**config.mk**
```make
export PLATFORM = sky130hd
export DESIGN_NAME = pro_queue
export DESIGN_NICKNAME = d
export VERILOG_FILES = /design/src/rtl/pro_pkg.sv /design/src/rtl/pro_queue.sv
export SDC_FILE = /design/constraint.sdc
export NUM_CORES = 1
export LEC_CHECK = 0
export ABC_AREA = 0
export BUFFER_PORTS_ARGS = -buffer_cell sky130_fd_sc_hd__buf_4
export CAP_MARGIN = 15
export CORE_ASPECT_RATIO = 1.25
export CORE_MARGIN = 10
export CORE_UTILIZATION = 61
export DETAILED_ROUTE_END_ITERATION = 8
export PLACE_DENSITY = 0.84
export SYNTH_ARGS = -nofsm -noshare
export SYNTH_HDL_FRONTEND = slang
export SYNTH_SLANG_ARGS = --single-unit
```
**constraint.sdc**
```tcl
create_clock -name clk -period 9.8 [get_ports clk]
set_clock_uncertainty 0.1 [all_clocks]
set_input_delay 1.47 -clock clk [delete_from_list [all_inputs] [get_ports clk]]
set_output_delay 1.47 -clock clk [all_outputs]
set_load 0.01 [all_outputs]
```
**src/rtl/pro_pkg.sv**
```systemverilog
// Shared types and constants for the polygon/rectangle overlap block.
// No dependencies.
package pro_pkg;

	localparam int MAX_VERTICES = 64;
	// Vertex counter holds 0..MAX_VERTICES.
	localparam int CNT_W = $clog2(MAX_VERTICES + 1);
	// World coordinate: Q15.8 vertex plus Q15.8 tile offset.
	localparam int W_W = 25;
	// Rectangle corner in Q.8: (16-bit + 15-bit) pixels shifted by eight.
	localparam int C_W = 26;
	// Coordinate sums never wrap for any vertex count.
	localparam int SUM_W = W_W + CNT_W;
	// Multiplier operand and product widths.
	localparam int OP_W = 27;
	localparam int PROD_W = 2 * OP_W;
	// Decoupling queue.
	localparam int Q_DEPTH = 4;
	localparam int Q_AW = $clog2(Q_DEPTH);
	// Step counter: four corner or bound steps plus one drain step.
	localparam int STEP_W = 3;
	localparam logic [STEP_W-1:0] STEP_LAST = 3'd3;
	localparam logic [STEP_W-1:0] STEP_DRAIN = 3'd4;

	// One classified word passed from the front to the back.
	typedef struct packed {
		logic signed [W_W-1:0] wx;
		logic signed [W_W-1:0] wy;
		logic signed [C_W-1:0] left;
		logic signed [C_W-1:0] top;
		logic signed [C_W-1:0] right;
		logic signed [C_W-1:0] bottom;
		logic add;
		logic first;
		logic last;
	} entry_t;

	typedef enum logic [2:0] {
		B_IDLE,
		B_EDGE,
		B_CLOSE,
		B_CENT,
		B_EMIT
	} back_state_t;

	typedef enum logic [2:0] {
		CMP_NONE,
		CMP_CROSS_POS,
		CMP_CROSS_NEG,
		CMP_GE,
		CMP_LE
	} cmp_mode_t;

endpackage

```
**src/rtl/pro_queue.sv**
```systemverilog
// Short queue of classified words between the front and the back.
// Depends on pro_pkg.
module pro_queue (
	input  logic            clk,
	input  logic            arst_n,
	input  logic            push,
	input  pro_pkg::entry_t push_entry,
	input  logic            pop,
	output logic            full,
	output logic            not_empty,
	output pro_pkg::entry_t head
);
	import pro_pkg::*;

	entry_t          mem_q [Q_DEPTH];
	logic [Q_AW-1:0] wr_q;
	logic [Q_AW-1:0] rd_q;
	logic [Q_AW:0]   cnt_q;

	assign full      = cnt_q == (Q_AW+1)'(Q_DEPTH);
	assign not_empty = cnt_q != '0;
	assign head      = mem_q[rd_q];

	// Storage needs no reset.
	always_ff @(posedge clk) begin
		if (push) begin
			mem_q[wr_q] <= push_entry;
		end
	end

	// Pointers and fill count.
	always_ff @(posedge clk or negedge arst_n) begin
		if (!arst_n) begin
			wr_q  <= '0;
			rd_q  <= '0;
			cnt_q <= '0;
		end else begin
			if (push) begin
				wr_q <= wr_q + 1'b1;
			end
			if (pop) begin
				rd_q <= rd_q + 1'b1;
			end
			cnt_q <= cnt_q + (Q_AW+1)'(push) - (Q_AW+1)'(pop);
		end
	end

endmodule

```
==> summary.md <==
| Metric | Value |
|---|---|
| Drt pass-1 iters | 5 |
| Vias/cell | 5.89 |
| GPL Wtd Cong | 0.750 |
| CTS buffer count | 55 |
| Antenna violations before repair | 3 |
| Worst relative slew slack | 0.281 |
| Fin Setup TNS | 0 ns |
| Peak Freq | 188 MHz |
| Origin of the critical flop-to-flop path | wr_q[0] |
| Wirelength per Cell | around 27 um |
| Worst VDD drop | between 0.15 and 0.2 mV |
| Vias in the first global route | 11000 |
| Post-Route WL | 46.6 mm |
| Nets@finish | between 1000 and 1500 |
| Root buf cell | clkbuf_16 |
| Critical Path Source Type | flip-flop |
| Filler Cells Inserted | 1938 |
| H-tree levels | 2 |
| Crit path from | rd_q[0] |
| Fin crit share | 0.543 |
| Postcts setup bufs | 0 |
| Most frequent cells in the layout | 628 x edfxtp_1, 332 x buf_4, 157 x mux4_2 |
| Critical Path RT | 8.23 ns |
| Most frequent CP cell | buf_4 |
| CTS tree | yes |
| Final hold violation count | 0 |
| Ys Warns | 0 |
| Leak pwr | 0.00946 uW |
| Slowest CP cell | dfrtp_4 |
| RSZ-0062 raised after global routing | false |
| Post-synth top area cell | edfxtp_1 |
| Die ar. | 0.0460 sq mm |
| Hold Path Class | reg2reg |
| Post-CTS Resized | 0 |
| CTS clk-pin slew, worst paths | 0.06 ns |
| Placed cell count | around 1600 |
| Area Overhead vs Synth | 20.3% |
| First-pass GRT wire length | 71.0 mm |
| Synth top area share | 0.818 |
| Pin count of the biggest net entering global routing | 74 |
| Seq/Total Area, Yosys | 0.826 |
| Final setup viols | 0 |
| Max-slew violations | 0 |
| Yosys cell types | 16 |
| Total number of vias | 10300 |
| Delay-heaviest family, CP | buffers and inverters |
| Critical path depth | 4 |
| Fin cells | 1742 |
| # DRC | 0 |
| Clock Tree Buf Depth | 3 |
| Maxcap violations | 0 |
| Critical Path Max Stage Delay | 0.92 ns |
| Worst skew pair latency | 0.56 ns |
| Crit Path Max Fanout | 46 |
| Commonest non-fill, non-tap cell in the layout | edfxtp_1 |
| HP Start | wr_q[0] |
| # IOs | 320 |
| Power density cells | 304 mW/mm^2 |
| Cell Rows | 79 |
| Hold Path Stages | 1 |
| Crit Path Category | reg2out |
| Share of cells above drive strength 1 | 0.466 |
| Core area | 0.0373 sq mm |
| Detailed Place HPWL | 28.6 mm |
| Worst-Margin Slew | approximately 1.1 ns |
| GRT Total Usage | 0.202 |
| Area contributors post-synth | edfxtp_1 82%, mux4_2 15%, dfrtp_1 0.76%, buf_6 0.68%, buf_2 0.39% |
| Final min period | 5.32 ns |
| Crit-path cells | buf_4 > buf_4 > mux4_2 > buf_4 |
| Starting Density | 0.618 |
| Remaining Overflow, GRT | 0 |
| Drt initial violations | 807 |
| Cell Area, Synth | approximately 0.023 sq mm |
| Cell count after synthesis | 855 |
| Die H | between 200 and 250 um |
| Post-CTS Hold Fix Bufs | 0 |
| CTS Sinks | 635 |
| Worst R2R Path Depth | 4 |
| PortBufs | about 320 |
| Status | finished clean |
| Final antenna-violating net count | 0 |
| Synthesized flop and latch total | 635 |
| Overall die width | 194 um |
| Average cell area after synthesis | 27.0 sq um |
| Critical path endpoint category | output port |
| Post-Syn Nets | between 1000 and 1500 |
| WP buf/inv | 3 |
| Worst Path Arrival | 3.75 ns |
==> power by group <==
group / switching (uW) / internal, uW
Clock: 900 / 1230
Sequential: 178 / 3560
Combinational: 1290 / 1270
==> worst paths after layout <==
kind	slack (ns)	to
max	4.48	head[26]
min reg2reg	0.42	wr_q[0]
min	0.42	wr_q[0]
max in group asynchronous	8.83	rd_q[0]
max reg2reg	7.18	mem_q[2][153]
min in group asynchronous	0.61	cnt_q[0]
==> cells in the mapped netlist <==
| cell type | n |
|---|---|
| mux4_2 | 157 |
| inv_1 | 6 |
| buf_2 | 18 |
| xnor2_1 | 3 |
| xor2_1 | 2 |
| nand2_1 | 2 |
| or3_1 | 1 |
| and3_1 | 1 |
| fa_1 | 1 |
| o21ai_0 | 1 |
| and2_1 | 4 |
| clkbuf_1 | 4 |
| buf_6 | 14 |
| ha_1 | 6 |
| edfxtp_1 | 628 |
| dfrtp_1 | 7 |
==> worst reg2reg max path, delay by kind of cell, from the launching register on <==
kind | cells | cell delay [ns]
buffers and inverters | 2 | 1.00
flip-flops | 1 | 0.41
adder cells (fa/ha/maj) | 1 | 0.14
AND/OR/NAND/NOR | 1 | 0.50
==> metal layers <==
metal / track usage / vias up / part of all wire / wire length [um]
met3: 0.0622 / 74 / 0.086 / 4020
met2: 0.337 / 426 / 0.52 / 24400
li1: - / 4409 / - / -
met4: 0.0598 / 2 / 0.026 / 1190
met1: 0.255 / 5345 / 0.36 / 16900
met5: 0 / - / 0.00037 / 17
==> through the flow <==
stage               utilization  power (uW)  hold slack (ns)  area, sq um  worst slack (ns)
detailed placement        0.695        6400            0.418        25900              4.93
floorplan                     -        5320            0.391        23000              4.12
finish                    0.744        8420            0.418        27700              4.48
global placement          0.695        6340            0.409        25900              4.90
global route              0.744        8810            0.437        27700              4.06
CTS                       0.744        8550            0.425        27700              4.29
==> flip-flops by register name, indices dropped and copies added, names as in the netlist <==
| name | flops |
|---|---|
| mem_q | 628 |
| wr_q | 2 |
| rd_q | 2 |
| cnt_q | 3 |
==> cell type report <==
type                       instances  area [sq um]  share of cell area
antenna                            2          5.00            0.000181
clock buffer                      71          1520              0.0548
clock inverter                    32           299              0.0108
inverter                           6          22.5            0.000812
multi-input combinational        178          3730               0.135
sequential                       635         19000               0.687
tap                              486           608              0.0219
timing repair buffer             332          2490              0.0899
==> cells by family after synthesis <==
family	after synthesis	synth area share
buffers and inverters	42	0.0124
adders and majority gates	7	0.00413
muxes	157	0.153
xor gates and xnor gates	5	0.00190
AOI/OAI and AO/OA	1	0.000217
and+or+nand+nor	8	0.00196
DFF	635	0.826
Power figures use the tool's default switching activity.
