===== src/rtl/pro_pkg.sv =====
// Shared types and constants for the polygon/rectangle overlap block.
// No dependencies.
package pro_pkg;

	localparam int MAX_VERTICES = 64;
	// Vertex counter holds 0..MAX_VERTICES.
	localparam int CNT_W = $clog2(MAX_VERTICES + 1);
	// World coordinate: Q15.8 vertex plus Q15.8 tile offset.
	localparam int W_W = 25;
	// Rectangle corner in Q.8: (16-bit + 15-bit) pixels shifted by eight.
	localparam int C_W = 26;
	// Coordinate sums never wrap for any vertex count.
	localparam int SUM_W = W_W + CNT_W;
	// Multiplier operand and product widths.
	localparam int OP_W = 27;
	localparam int PROD_W = 2 * OP_W;
	// Decoupling queue.
	localparam int Q_DEPTH = 4;
	localparam int Q_AW = $clog2(Q_DEPTH);
	// Step counter: four corner or bound steps plus one drain step.
	localparam int STEP_W = 3;
	localparam logic [STEP_W-1:0] STEP_LAST = 3'd3;
	localparam logic [STEP_W-1:0] STEP_DRAIN = 3'd4;

	// One classified word passed from the front to the back.
	typedef struct packed {
		logic signed [W_W-1:0] wx;
		logic signed [W_W-1:0] wy;
		logic signed [C_W-1:0] left;
		logic signed [C_W-1:0] top;
		logic signed [C_W-1:0] right;
		logic signed [C_W-1:0] bottom;
		logic add;
		logic first;
		logic last;
	} entry_t;

	typedef enum logic [2:0] {
		B_IDLE,
		B_EDGE,
		B_CLOSE,
		B_CENT,
		B_EMIT
	} back_state_t;

	typedef enum logic [2:0] {
		CMP_NONE,
		CMP_CROSS_POS,
		CMP_CROSS_NEG,
		CMP_GE,
		CMP_LE
	} cmp_mode_t;

endpackage


===== src/rtl/pro_front.sv =====
// Front end: accepts input words, forms world coordinates and rectangle corners,
// and tags each vertex as added, first and last. Depends on pro_pkg.
module pro_front (
	input  logic                   clk,
	input  logic                   arst_n,
	input  logic                   in_valid,
	input  logic                   q_full,
	input  logic [23:0]            vertex_x,
	input  logic [23:0]            vertex_y,
	input  logic [23:0]            tile_x,
	input  logic [23:0]            tile_y,
	input  logic [15:0]            rect_x,
	input  logic [15:0]            rect_y,
	input  logic [14:0]            rect_w,
	input  logic [14:0]            rect_h,
	input  logic                   last_vertex,
	output logic                   push,
	output pro_pkg::entry_t        push_entry
);
	import pro_pkg::*;

	logic [CNT_W-1:0] cnt_q;
	logic [16:0]      rx_end;
	logic [16:0]      ry_end;

	assign push = in_valid && !q_full;

	// World position and rectangle corners in Q.8.
	always_comb begin
		rx_end = {rect_x[15], rect_x} + {2'b00, rect_w};
		ry_end = {rect_y[15], rect_y} + {2'b00, rect_h};
		push_entry.wx     = {vertex_x[23], vertex_x} + {tile_x[23], tile_x};
		push_entry.wy     = {vertex_y[23], vertex_y} + {tile_y[23], tile_y};
		push_entry.left   = {{2{rect_x[15]}}, rect_x, 8'h00};
		push_entry.top    = {{2{rect_y[15]}}, rect_y, 8'h00};
		push_entry.right  = {rx_end[16], rx_end, 8'h00};
		push_entry.bottom = {ry_end[16], ry_end, 8'h00};
		push_entry.add    = cnt_q < CNT_W'(MAX_VERTICES);
		push_entry.first  = cnt_q == '0;
		push_entry.last   = last_vertex;
	end

	// Local vertex count; a last vertex starts a new polygon.
	always_ff @(posedge clk or negedge arst_n) begin
		if (!arst_n) begin
			cnt_q <= '0;
		end else if (push) begin
			if (last_vertex) begin
				cnt_q <= '0;
			end else if (push_entry.add) begin
				cnt_q <= cnt_q + 1'b1;
			end
		end
	end

endmodule


===== config.mk =====
export PLATFORM = sky130hd
export DESIGN_NAME = pro_front
export DESIGN_NICKNAME = d
export VERILOG_FILES = /design/src/rtl/pro_pkg.sv /design/src/rtl/pro_front.sv
export SDC_FILE = /design/constraint.sdc
export NUM_CORES = 1
export LEC_CHECK = 0
export BUFFER_PORTS_ARGS = -buffer_cell sky130_fd_sc_hd__buf_2
export CORE_AREA = 5 5 123 125
export CTS_CLUSTER_DIAMETER = 30
export DETAILED_ROUTE_END_ITERATION = 7
export DIE_AREA = 0 0 128 130
export PLACE_DENSITY = 0.69
export REMOVE_ABC_BUFFERS = 1
export SYNTH_ARGS = -nofsm -noshare
export SYNTH_HDL_FRONTEND = slang
export SYNTH_SLANG_ARGS = --single-unit
export TNS_END_PERCENT = 1

===== constraint.sdc =====
create_clock -name clk -period 3.2 [get_ports clk]
set_clock_uncertainty 0.05 [all_clocks]
set_input_delay 0.48 -clock clk [delete_from_list [all_inputs] [get_ports clk]]
set_output_delay 0.48 -clock clk [all_outputs]
set_load 0.02 [all_outputs]

==> metrics.cfg <==
[worst_setup_path]
end_kind=primary output
cp_max_fo=3
r2r_slack_ns=1.99
timing_worst_setup_path_type=in2out
arrival_ns=2.60
startpoint=rect_x[0]
timing.rr.start=cnt_q[6]$_DFFE_PN0P_
cp-start-kind=input port
cp.required_ns=2.67
rr_worst_depth=5
reg2reg_to=cnt_q[3]$_DFFE_PN0P_
crit_end=push_entry[53]

[yosys]
syn_inst=606
yosysWarnings=0
synth-seq-area-share=0.0379
synthArstFlopShare=1.00
synth_area_leaders=ha_1 22%, buf_4 12%, xnor2_1 8.0%, a21oi_1 6.9%, a21o_1 5.0%
ys.flop_type=dfrtp_1
ys_seq_elements=7
synth_common_cells=80 x ha_1, 72 x buf_4, 64 x a21oi_1
synthMostInstantiatedCell=ha_1
synth_top_cell_by_area=ha_1
synth_top_area_frac=0.217
synth-edff-count=0
synthesis.area_um2=4620
avgSynthCellArea_um2=7.63
synth_cell_types=62

[place]
postPlaceCellArea_um2=6030
dp_cells=1053
gp_congestion=0.853
dp_hpwl_mm=13.3
portBuffers=288

[pwr]
p_seq_frac=0.055
power.share.switching=0.529
power.share.clock=0.108
intPower_mw=0.936
p_comb_frac=0.838
ir_drop_uv=143
p_leak_nw=3.34
powerDensity_nw_per_um2=316
switchingPower_mw=1.05

[timing]
period_needed_ns=3.13
hold_viol=0
setup_viol=0
final.setup.tns_ns=0
fin_crit_sh=0.979
slew_viol_final=0
clock.fmax_mhz=319
rsz0062_at_grt=true

[global_routing]
grt.total_usage=0.161
antenna_found_initial=2
met1_usage=0.192
grt_pass1_wl_mm=23.0
grtUsageMet2=0.305
busiest_layer=met2
grt_max_degree=9
grt_pass1_vias=4967
grt.overflow.total=0
use_met3=0.0254

[detailed_routing]
dr_total_vias=5343
avgRoutedWirePerCell_um=14.3
firstDrtPassIters=4
drt-total-wl_mm=15.2
ant_nets=0
avgViaCountPerCell=5.03
drcViolationCount=0
drt_iter0_markers=178

[die]
dieHeight_um=130
ioPinCount=321
start_util=0.336
die_w_um=128
rows=43
dieArea_um2=16600
coreArea_um2=13800

[run_status]
status=complete, no violations

[clock_network]
ctsHoldBuffers=0
numCtsBuffers=3
path_clk_slew_ns=0.04
clk_latency_ns=0.23
htreeDepth=1
cts_tree=done
cts_num_sinks=7
clockRootBuffer=clkbuf_16
clock_path_buffers=2

[finish]
top_register=cnt_q
regArea_um2=175
drive_above_1_share=0.410
largest_reg_flops=7
nFillCells=1403
multiInputGateArea_um2=4080
reg.largest.list=cnt_q: 7 flops
nNetsFinal=1129
fin_area_um2=6290
final_util=0.456
fin_cells=1062
syn2layout_area_growth_pct=36.0

[min_path]
min_path_type=in2async

[job]
max_cap_viol_count=0

## layout make-up
class	instances	share of cell area
antenna	1	0.000398
clock buffer	4	0.0125
inverter	14	0.00836
multi-input combinational	540	0.650
sequential	7	0.0279
tap	180	0.0358
timing repair buffer	316	0.265
## worst min path at each step
| stage | endpoint | start | cells after the start |
|---|---|---|---|
| after global placement | cnt_q[6]$_DFFE_PN0P_ | arst_n | 1 |
| after CTS | cnt_q[6]$_DFFE_PN0P_ | arst_n | 1 |
| after global routing | cnt_q[6]$_DFFE_PN0P_ | arst_n | 1 |
| after floorplan | cnt_q[0]$_DFFE_PN0P_ | arst_n | 0 |
| final | cnt_q[4]$_DFFE_PN0P_ | arst_n | 1 |
| after detailed placement | cnt_q[6]$_DFFE_PN0P_ | arst_n | 1 |
## cells in the final DEF (no fill, tap or decap), types with 3 or more instances in the layout
cell type,count
a21o_1,31
nand4_1,11
clkbuf_16,3
a21oi_2,4
nor2b_1,6
o21ai_0,25
and3_1,6
nor3_1,13
xnor2_1,42
nor4_1,3
fa_2,3
a211o_1,5
nand2b_1,12
buf_2,281
o21a_1,8
dfrtp_1,7
a211oi_2,8
nand3_1,13
inv_1,14
xor2_1,26
buf_4,35
a21oi_1,61
nand2_1,33
a21boi_0,4
a31oi_1,12
o21bai_1,4
ha_1,78
nor2_1,35
o21ai_2,5
o211ai_1,5
and2_1,3
a211oi_1,4
conb_1,32
o21ai_1,7
## power groups by stage
stage | Sequential (mW) | Combinational [mW] | Clock, mW
2_1_floorplan | 0.107 | 1.04 | 0
3_3_place_gp | 0.109 | 1.61 | 0
3_5_place_dp | 0.109 | 1.61 | 0
4_1_cts | 0.109 | 1.63 | 0.217
5_1_grt | 0.110 | 1.81 | 0.223
6_report | 0.109 | 1.66 | 0.214
## logic make-up (layout without fill, tap and decap cells)
family                   count (synthesis)  after routing  synth area share
AO/OA/AOI/OAI                          209            209             0.307
XOR/XNOR                                68             68             0.129
AND/OR/NAND/NOR                        147            147             0.160
adder cells (fa/ha/maj)                 84             84             0.234
flip-flops                               7              7            0.0379
other                                    1             33          0.000811
buffers and inverters                   90            334             0.132
## worst max-delay path: stages
cell      delay [ns]
buf_2           0.11
ha_1            0.22
fa_2            0.35
a21o_1          0.20
a21oi_2         0.18
o21ai_2         0.11
o311ai_4        0.26
a21o_1          0.18
o311a_1         0.17
and3b_2         0.20
buf_4           0.14
## stage by stage
step	hold WS, ns	setup WS, ns	total power [mW]
global route	0.0374	-0.0184	2.15
detailed placement	0.274	-0.136	1.72
global placement	0.268	-0.0939	1.72
finish	0.0261	0.0685	1.99
floorplan	0.134	-0.0588	1.15
CTS	0.0327	0.00137	1.96
## per-layer routing
| metal | vias to the layer above | part of all wire |
|---|---|---|
| met2 | 218 | 0.51 |
| met1 | 2404 | 0.39 |
| met3 | 18 | 0.078 |
| li1 | 2701 | - |
| met5 | - | 0.00046 |
| met4 | 2 | 0.014 |
## timing repair
action / in CTS / in global routing
buffers inserted: 1 / 3
endpoints found under the setup margin: 13 / 20
pin swaps: 3 / 19
resized for setup: 8 / 32
Power figures use the tool's default switching activity.
